### config.mk
export PLATFORM = sky130hd
export DESIGN_NAME = pvs_mul
export DESIGN_NICKNAME = d
export VERILOG_FILES = /design/src/rtl/pvs_pkg.sv /design/src/rtl/pvs_mul.sv
export SDC_FILE = /design/constraint.sdc
export NUM_CORES = 2
export LEC_CHECK = 0
export BUFFER_PORTS_ARGS = -buffer_cell sky130_fd_sc_hd__buf_2
export CORE_ASPECT_RATIO = 0.6
export CORE_MARGIN = 3
export CORE_UTILIZATION = 35
export DETAILED_ROUTE_END_ITERATION = 8
export PLACE_DENSITY = 0.55
export SLEW_MARGIN = 30
export SYNTH_ARGS = -nofsm -noshare
export SYNTH_HDL_FRONTEND = slang
export SYNTH_SLANG_ARGS = --single-unit
### constraint.sdc
create_clock -name clock -period 9.4 [get_ports clock]
set_input_delay 1.41 -clock clock [delete_from_list [all_inputs] [get_ports clock]]
set_output_delay 1.41 -clock clock [all_outputs]
set_load 0.005 [all_outputs]
### src/rtl/pvs_pkg.sv
// pvs_pkg: shared types, constants and helpers for the point Verlet step unit.
// No dependencies; imported by every module of the block.

package pvs_pkg;

   localparam int FRAC_BITS = 16;
   localparam int DT_BITS   = 16;

   // fixed-point constants
   localparam logic signed [32:0] K09_Q = 33'(((9 << FRAC_BITS) + 5) / 10);
   localparam logic signed [32:0] K03_Q = 33'(((3 << FRAC_BITS) + 5) / 10);
   localparam logic signed [31:0] TOL_Q = 32'(((1 << FRAC_BITS) + 500) / 1000);
   localparam logic signed [65:0] ONE_Q = 66'(1 << FRAC_BITS);

   // divider geometry: 32-bit magnitude shifted up by the dt fraction
   localparam int DIV_W     = 32 + DT_BITS;
   localparam int DIV_CNT_W = $clog2(DIV_W + 1);

   // commands
   localparam logic [2:0] CMD_ADD_FORCE = 3'd0;
   localparam logic [2:0] CMD_STEP      = 3'd1;
   localparam logic [2:0] CMD_TELEPORT  = 3'd2;
   localparam logic [2:0] CMD_MOVE      = 3'd3;
   localparam logic [2:0] CMD_SET_POS   = 3'd4;

   // register indexes
   localparam int CSR_IDX_W = 3;
   localparam logic [CSR_IDX_W-1:0] CSR_INVERSE_MASS = 3'd0;
   localparam logic [CSR_IDX_W-1:0] CSR_PINNED       = 3'd1;
   localparam logic [CSR_IDX_W-1:0] CSR_WALL_TOP     = 3'd2;
   localparam logic [CSR_IDX_W-1:0] CSR_WALL_BOTTOM  = 3'd3;
   localparam logic [CSR_IDX_W-1:0] CSR_WALL_LEFT    = 3'd4;
   localparam logic [CSR_IDX_W-1:0] CSR_WALL_RIGHT   = 3'd5;

   typedef struct packed {
      logic [2:0]          command;
      logic signed [31:0]  vector_x;
      logic signed [31:0]  vector_y;
      logic [DT_BITS-1:0]  time_step;
   } req_type;

   typedef struct packed {
      logic signed [31:0] position_x;
      logic signed [31:0] position_y;
      logic signed [31:0] velocity_x;
      logic signed [31:0] velocity_y;
      logic               at_rest;
   } rsp_type;

   localparam logic signed [65:0] SAT_MAX = 66'sd2147483647;
   localparam logic signed [65:0] SAT_MIN = -66'sd2147483648;

   function automatic logic signed [31:0] sat32(input logic signed [65:0] v);
      logic signed [31:0] r;
      if (v > SAT_MAX) begin
         r = 32'sh7fffffff;
      end else if (v < SAT_MIN) begin
         r = 32'sh80000000;
      end else begin
         r = 32'(v);
      end
      return r;
   endfunction

endpackage

### src/rtl/pvs_mul.sv
// pvs_mul: shared 33x33 signed multiplier with a registered product.
// Depends on pvs_pkg.

module pvs_mul import pvs_pkg::*; (
   input  logic               clock,
   input  logic signed [32:0] op_a,
   input  logic signed [32:0] op_b,
   output logic signed [65:0] product
);

   logic signed [65:0] product_ff;
   logic signed [65:0] product_in;

   assign product_in = op_a * op_b;

   always_ff @(posedge clock) begin
      product_ff <= product_in;
   end

   assign product = product_ff;

endmodule

==> flow_summary.yaml <==
run_status:
  status: "finished, final reports clean"
synth:
  synth_top_area_share: 0.5679
  synth-seq-cells: 66
  synth_top_area_cell: "fa_1"
  ys_top_cells_by_area: "fa_1 (57%), inv_1 (11%), and2_1 (8.7%)"
  seq_area_frac_synth: 0.03273
  yosys_warnings: 0
  ys_types: 61
  synth_flop_cell: "dfxtp_1"
  async_reset_ff_frac: 0
  synth_edf_count: 0
  postSynthCellCount: 4302
  syn-cell-area_um2: 40370
  syn_nets: 5731
  syn_avg_cell_area_um2: 9.383
drt:
  drtAntennaViolNets: 0
  initialDrtViolationCount: 2215
  first_pass_iters: 5
  vias_per_cell: 4.736
  finalWirelength_um: 122300
  drc: 0
  num_vias: 27730
  post_drt_wl_per_cell_um: 20.88
timing:
  clock.fmax_mhz: 111.7
  setup_ws_ns: 0.4446
  maxSlewViolCount: 0
  setup-tns-final_ns: 0
  finalHoldViolations: 0
  max_slew_margin: 0.4705
  rsz0062_at_grt: "no"
  tightestPinTransition_ns: 0.7942
  holdWs_ns: 1.756
  finalSetupViolCount: 0
  final.period_utilization: 0.9527
  period_minus_slack_ns: 8.955
die:
  dieArea_um2: 119600
  die_y_um: 269.1
  io_pins: 133
  initial_core_util: 0.3567
  fp.coreArea_um2: 113200
  die_w_um: 444.4
  num_rows: 95
place:
  hpwl_um: 107400
  place_ws_ns: 0.2159
  place_congestion: 0.8996
  port_buffers: 132
clock_tree:
  root_buffer: "clkbuf_16"
  ctsLongestPathBuffers: 2
  cts_resized: 0
  clock_sinks: 66
  htree_levels: 3
  cts_buffers: 9
  clk_pin_slew_ns: 0.07
  hold_buffers: 0
  cts_tree: "built"
  postCtsSetupRepairBufs: 0
setup_path:
  worst_ep_required_time_ns: 9.68
  critPathLaunchType: "input pin"
  cp_max_fo: 33
  worstSetupPathType: "input pin to register"
  cp-startpoint: "op_a[18]"
  end_kind: "register"
  cp.arrival_ns: 9.23
grt:
  use_met1: 0.3474
  met3_usage: 0.1062
  grt_pass1_vias: 30200
  grt_usage: 0.2149
  grt_max_degree: 34
  grt_pass1_wl_um: 193100
  met2_usage: 0.2476
  antenna_found_initial: 9
  grt_busiest_layer: "met1"
  overflow: 0
run:
  max-cap-violations: 0
finish:
  nFillCells: 11440
  area_growth_pct: 7.501
  final_cell_mix: "fa_1 (1,145), inv_1 (1,133), and2_1 (562)"
  layout.cells.most_common: "fa_1"
  largest_register_ffs: 66
  finish.utilization: 0.3835
  drive_above_1_share: 0.06688
  final_nets: 5776
worst_hold_path:
  hp-start: "op_b[0]"
  hold_path_class: "input pin to register"
  hold_end: "product[0]$_DFF_P_"
  holdPathStages: 3
metrics by stage:
stage               cell area, um2  std cells
finish                       43390       5856
global route                 43390       5856
CTS                          43390       5854
detailed placement           43070       5839
global placement             43070       5839
floorplan                    40370       4302
logic make-up after synthesis:
kind of cell,after synthesis,share of synthesized area
and+or+nand+nor,1228,0.1538
xor gates and xnor gates,75,0.01627
buffers and inverters,1354,0.1261
AOI/OAI and AO/OA,217,0.03599
DFF,66,0.03273
adders and majority gates,1362,0.6351
metal layers:
layer	part of all wire	vias to the layer above
met2	0.34	1224
met4	0.011	8
met1	0.50	14160
met3	0.15	67
met5	0.0019	-
li1	-	12270
layout make-up:
class	count	area [um2]	share of cell area
well taps	1503	1881	0.04334
clock inverters	2	60.06	0.001384
inverters	1133	4253	0.09800
diodes	2	5.005	0.0001153
multi-input cells	2882	33960	0.7825
clock buffers	13	260.3	0.005997
repair buffers	255	1659	0.03823
flip-flops and latches	66	1321	0.03045
synthesized netlist by cell type (all sizes together), types with 2 or more instances:
master and n:
nand3 18, a21boi 2, and4 7, inv 1133, fa 1145, o41ai 2
clkbuf 220, a311o 2, nor3 8, xnor2 55, o211ai 7, o21ai 43
a2111oi 3, o221ai 2, xor2 20, and2 563, o21a 7, a21o 28
nand2b 9, nand2 543, a21oi 73, and3 7, a311oi 2, a211oi 9
a31oi 10, dfxtp 66, a221o 3, or2 5, o22ai 3, o21bai 8
nor4 5, o31ai 2, nor2b 3, nand3b 2, o311a 2, nand4 9
o21ba 3, nor2 47, ha 217
critical path, cell delays in order:
cell	delay [ns]
buf_2	0.58
and2_1	0.24
fa_1	0.43
fa_1	0.56
inv_1	0.09
fa_1	0.53
inv_1	0.05
fa_1	0.48
fa_1	0.67
fa_1	0.48
fa_1	0.49
inv_1	0.05
fa_1	0.65
inv_1	0.08
ha_1	0.38
a21oi_1	0.26
o21bai_1	0.13
a311oi_1	0.40
nor4_1	0.10
buf_4	0.16
o21a_1	0.10
a211oi_2	0.18
buf_4	0.17
o21ai_1	0.10
o41ai_2	0.24
xnor2_1	0.17
worst max path at each step:
stage | to | slack, ns | cells after the start
after CTS | product[59]$_DFF_P_ | 0.57 | 26
final | product[59]$_DFF_P_ | 0.44 | 26
after global placement | product[59]$_DFF_P_ | 0.24 | 26
after detailed placement | product[59]$_DFF_P_ | 0.22 | 26
after floorplan | product[65]$_DFF_P_ | 0.77 | 22
after global routing | product[65]$_DFF_P_ | 0.15 | 26
Power is left out: the tool's default activity adds up to more than one toggle a clock period on the data nets, which glitch-free logic cannot reach.
