**src/rtl/pvs_pkg.sv**
```systemverilog
// pvs_pkg: shared types, constants and helpers for the point Verlet step unit.
// No dependencies; imported by every module of the block.

package pvs_pkg;

   localparam int FRAC_BITS = 16;
   localparam int DT_BITS   = 16;

   // fixed-point constants
   localparam logic signed [32:0] K09_Q = 33'(((9 << FRAC_BITS) + 5) / 10);
   localparam logic signed [32:0] K03_Q = 33'(((3 << FRAC_BITS) + 5) / 10);
   localparam logic signed [31:0] TOL_Q = 32'(((1 << FRAC_BITS) + 500) / 1000);
   localparam logic signed [65:0] ONE_Q = 66'(1 << FRAC_BITS);

   // divider geometry: 32-bit magnitude shifted up by the dt fraction
   localparam int DIV_W     = 32 + DT_BITS;
   localparam int DIV_CNT_W = $clog2(DIV_W + 1);

   // commands
   localparam logic [2:0] CMD_ADD_FORCE = 3'd0;
   localparam logic [2:0] CMD_STEP      = 3'd1;
   localparam logic [2:0] CMD_TELEPORT  = 3'd2;
   localparam logic [2:0] CMD_MOVE      = 3'd3;
   localparam logic [2:0] CMD_SET_POS   = 3'd4;

   // register indexes
   localparam int CSR_IDX_W = 3;
   localparam logic [CSR_IDX_W-1:0] CSR_INVERSE_MASS = 3'd0;
   localparam logic [CSR_IDX_W-1:0] CSR_PINNED       = 3'd1;
   localparam logic [CSR_IDX_W-1:0] CSR_WALL_TOP     = 3'd2;
   localparam logic [CSR_IDX_W-1:0] CSR_WALL_BOTTOM  = 3'd3;
   localparam logic [CSR_IDX_W-1:0] CSR_WALL_LEFT    = 3'd4;
   localparam logic [CSR_IDX_W-1:0] CSR_WALL_RIGHT   = 3'd5;

   typedef struct packed {
      logic [2:0]          command;
      logic signed [31:0]  vector_x;
      logic signed [31:0]  vector_y;
      logic [DT_BITS-1:0]  time_step;
   } req_type;

   typedef struct packed {
      logic signed [31:0] position_x;
      logic signed [31:0] position_y;
      logic signed [31:0] velocity_x;
      logic signed [31:0] velocity_y;
      logic               at_rest;
   } rsp_type;

   localparam logic signed [65:0] SAT_MAX = 66'sd2147483647;
   localparam logic signed [65:0] SAT_MIN = -66'sd2147483648;

   function automatic logic signed [31:0] sat32(input logic signed [65:0] v);
      logic signed [31:0] r;
      if (v > SAT_MAX) begin
         r = 32'sh7fffffff;
      end else if (v < SAT_MIN) begin
         r = 32'sh80000000;
      end else begin
         r = 32'(v);
      end
      return r;
   endfunction

endpackage

```
**src/rtl/pvs_div.sv**
```systemverilog
// pvs_div: iterative unsigned restoring divider, one quotient bit per cycle.
// Depends on pvs_pkg for DIV_W; divisor is a 16-bit nonzero value.

module pvs_div import pvs_pkg::*; (
   input  logic                clock,
   input  logic                reset,
   input  logic                start,
   input  logic [DIV_W-1:0]    dividend,
   input  logic [DT_BITS-1:0]  divisor,
   output logic                done,
   output logic [DIV_W-1:0]    quotient
);

   logic [DIV_CNT_W-1:0] count_ff, count_in;
   logic                 done_ff, done_in;
   logic [DT_BITS-1:0]   rem_ff, rem_in;
   logic [DIV_W-1:0]     quo_ff, quo_in;
   logic [DT_BITS-1:0]   dvs_ff, dvs_in;
   logic [DT_BITS:0]     trial;
   logic                 fits;

   always_comb begin
      trial    = {rem_ff, quo_ff[DIV_W-1]};
      fits     = trial >= {1'b0, dvs_ff};
      count_in = count_ff;
      done_in  = 1'b0;
      rem_in   = rem_ff;
      quo_in   = quo_ff;
      dvs_in   = dvs_ff;
      if (start) begin
         count_in = DIV_CNT_W'(DIV_W);
         rem_in   = '0;
         quo_in   = dividend;
         dvs_in   = divisor;
      end else if (count_ff != '0) begin
         count_in = count_ff - 1'b1;
         done_in  = (count_ff == DIV_CNT_W'(1));
         rem_in   = fits ? DT_BITS'(trial - {1'b0, dvs_ff}) : trial[DT_BITS-1:0];
         quo_in   = {quo_ff[DIV_W-2:0], fits};
      end
   end

   always_ff @(posedge clock) begin
      if (reset) begin
         count_ff <= '0;
         done_ff  <= 1'b0;
      end else begin
         count_ff <= count_in;
         done_ff  <= done_in;
      end
   end

   always_ff @(posedge clock) begin
      rem_ff <= rem_in;
      quo_ff <= quo_in;
      dvs_ff <= dvs_in;
   end

   assign done     = done_ff;
   assign quotient = quo_ff;

endmodule

```
**config.mk**
```make
export PLATFORM = sky130hd
export DESIGN_NAME = pvs_div
export DESIGN_NICKNAME = d
export VERILOG_FILES = /design/src/rtl/pvs_pkg.sv /design/src/rtl/pvs_div.sv
export SDC_FILE = /design/constraint.sdc
export NUM_CORES = 1
export LEC_CHECK = 0
export BUFFER_PORTS_ARGS = -buffer_cell sky130_fd_sc_hd__buf_2
export CORE_AREA = 2 2 112 82
export DETAILED_ROUTE_END_ITERATION = 7
export DIE_AREA = 0 0 114 84
export GPL_TIMING_DRIVEN = 0
export PLACE_DENSITY = 0.81
export SKIP_LAST_GASP = 1
export SYNTH_ARGS = -nofsm -noshare
export SYNTH_HDL_FRONTEND = slang
export SYNTH_SLANG_ARGS = --single-unit
```
**constraint.sdc**
```tcl
create_clock -name clock -period 4.8 [get_ports clock]
set_input_delay 0.48 -clock clock [delete_from_list [all_inputs] [get_ports clock]]
set_output_delay 0.48 -clock clock [all_outputs]
set_load 0.01 [all_outputs]
```
==> results.toml <==
[cells_and_area]
drive_above_1_share_pct = 36.3
antenna_cells = 0
seq_area_mm2 = 0.00238
finalNetCount = 610
syn_to_final_growth_pct = 22.4
finalInstanceArea_mm2 = 0.00559
multi_input_area_mm2 = 0.00201
fill_cells = 674

[clocking]
cts.path.max_buffers = 2
cts-root-buf = "clkbuf_16"
cts_sinks = 87
cts.htree.levels = 3
postCtsSetupBuffers = 0
clkTransAtPathRegs_ns = 0.06
cts_tree = "built"
cts-resized-gates = 0
insertion_delay_ns = 0.34
postCtsHoldBufs = 0
cts_buffers = 9

[sta]
setup_slack_ns = 1.99
worst-slew-pin-transition_ns = 0.758
max_freq_mhz = 356
finalHoldViolCount = 0
fin_setup_tns_ns = 0
fin_crit_ns = 2.81
drv_slew = 0
skew_ns = 0.00614
slew_headroom_pct = 49.0
rsz0062_at_grt = "no"
setup_viol = 0
timing.final.crit_share_pct = 58.6

[worst_setup_path]
regToRegSetupSlack_ns = 1.99
worstSetupPathType = "flop to flop"
reg2regPathDepth = 7
r2r-end = "quotient[44]$_DFFE_PP_"
regToRegStartpoint = "count_ff[0]$_SDFFE_PP0N_"
required_ns = 4.88
crit_start = "count_ff[0]$_SDFFE_PP0N_"
cp.arrival_ns = 2.89
startpoint_type = "flop"
worstSetupEndpointType = "flop"
path_max_fanout = 32

[route]
wl_per_cell_um = 17.4
drtPass1Iterations = 5
drcViolationCount = 0
via_per_inst = 5.87
num_vias = 3737
wl_mm = 11.1
drt_iter0_drc = 376
postRouteAntennaNets = 0

[placed_design]
hpwl_mm = 8.19
place.gp.congestion = 0.908
placed_area_mm2 = 0.00530
io_buffer_count = 115
place_worst_setup_slack_ns = 2.02

[pwr]
peakVddDrop_uv = 293
total_leakage_power_nw = 2.38
powerDensity_mw_per_mm2 = 528

[global_routing]
grt_max_degree = 33
grt.total_usage_pct = 23.2
first_global_vias = 3407
grt_pass1_wl_mm = 17.2
antenna_found_initial = 0
gr-total-overflow = 0

[logic_synthesis]
postSynthRegisterBits = 87
synth_edf_count = 64
syn_area_mm2 = 0.00457
postSynth.asyncResetShare_pct = 0
synth-warning-count = 0
synthCells = 397
synth-seq-area-share_pct = 52.2
postSynthAreaPerCell_um2 = 11.5
ys_types = 50
syn_nets = 483
ys.flop_type = "edfxtp_1"

[hold_path]
hold_depth = 1
worstHoldStart = "divisor[10]"
holdPathEnd = "dvs_ff[10]$_DFFE_PP_"
hold_path.class = "input pin to flop"

[floorplanning]
core_area_mm2 = 0.00864
fp.dieH_um = 84
die_x_um = 114
initial_core_util_pct = 52.9
io_pins = 116
rows = 29
dieArea_mm2 = 0.00958

[run_status]
status = "completed"

[job]
max_cap_viol_count = 0
worst max-delay path by stage:
stage	end	slack, ns	cells past startpoint
after floorplan	quotient[0]$_DFFE_PP_	1.99	6
after global placement	quotient[43]$_DFFE_PP_	1.22	6
after detailed placement	quotient[43]$_DFFE_PP_	2.02	6
after CTS	quotient[43]$_DFFE_PP_	2.02	7
after global routing	quotient[43]$_DFFE_PP_	1.78	7
final	quotient[44]$_DFFE_PP_	1.99	7
kinds of logic after synthesis:
| group | Yosys count | share of synthesized area [%] |
|---|---|---|
| flops | 87 | 52.2 |
| compound gates | 97 | 14.7 |
| mux | 51 | 12.5 |
| xor+xnor | 8 | 1.53 |
| buf+inv | 43 | 3.81 |
| simple gates | 92 | 9.95 |
| fa+ha+maj | 19 | 5.37 |
layer usage:
layer  vias to the layer above  GRT usage [%]  part of all wire [%]
met1                      1773           32.3                    44
li1                       1768              -                     -
met3                        23           5.23                   7.5
met5                         -              0                     0
met4                         0           6.32                   1.8
met2                       173           36.9                    47
worst max-delay path, cell delays in order, from the launching register on:
cell and delay [ns]:
dfxtp_1 0.34, inv_1 0.11, ha_1 0.21, nand2b_1 0.14, nor4_2 0.59, clkbuf_1 0.46
nand2_2 0.39, buf_12 0.31
layout by cell type (no fill, tap or decap), types with 6 or more instances in the layout:
master | synthesis | routed
a21oi_1 | 20 | 20
a311oi_1 | 8 | 8
a31oi_1 | 7 | 7
buf_2 | 3 | 118
clkbuf_1 | 9 | 10
clkbuf_16 | 0 | 9
dfxtp_1 | 23 | 23
edfxtp_1 | 64 | 64
ha_1 | 18 | 18
inv_1 | 24 | 24
mux2_2 | 49 | 49
nand2_1 | 19 | 18
nand2b_1 | 7 | 7
nand3_1 | 12 | 12
nor2_1 | 27 | 27
nor3_1 | 7 | 7
o211ai_1 | 6 | 6
o21ai_0 | 23 | 23
xnor2_1 | 7 | 7
state kept, by name, indices dropped and copies added, names as in the netlist:
register  flops
count_ff      6
quotient     48
done          1
rem_ff       16
dvs_ff       16
Yosys cell counts, types with 6 or more instances:
master	count	area [µm²]
xnor2_1	7	61.3
a21oi_1	20	100
a31oi_1	7	43.8
nor2_1	27	101
dfxtp_1	23	460
nand3_1	12	60.1
o21ai_0	23	115
o211ai_1	6	45.0
edfxtp_1	64	1920
inv_1	24	90.1
a311oi_1	8	70.1
nand2_1	19	71.3
clkbuf_1	9	33.8
nor3_1	7	35.0
ha_1	18	225
nand2b_1	7	43.8
mux2_2	49	552
final cells by class:
class	instances	share of cell area, %
plain buffers	19	1.50
clock buffers	10	4.10
clock inverters	6	1.10
inverters	24	1.61
multi-input cells	267	36.0
flip-flops and latches	87	42.6
well taps	108	2.42
repair buffers	116	10.7
report_power, final:
group | internal (mW) | switching [mW] | total, mW
Clock | 0.401 | 0.282 | 0.684
Sequential | 0.996 | 0.114 | 1.11
Combinational | 0.479 | 0.679 | 1.16
metrics by stage:
| stage | hold slack [ns] | util (%) | power [mW] | cells |
|---|---|---|---|---|
| finish | 0.314 | 64.7 | 2.95 | 637 |
| global route | 0.303 | 64.7 | 3.10 | 637 |
| CTS | 0.307 | 64.7 | 2.94 | 637 |
| detailed placement | 0.498 | 61.4 | 2.24 | 621 |
| global placement | 0.500 | 61.1 | 2.19 | 620 |
| floorplan | 0.463 | - | 1.90 | 397 |
(Power assumes the default switching activity.)
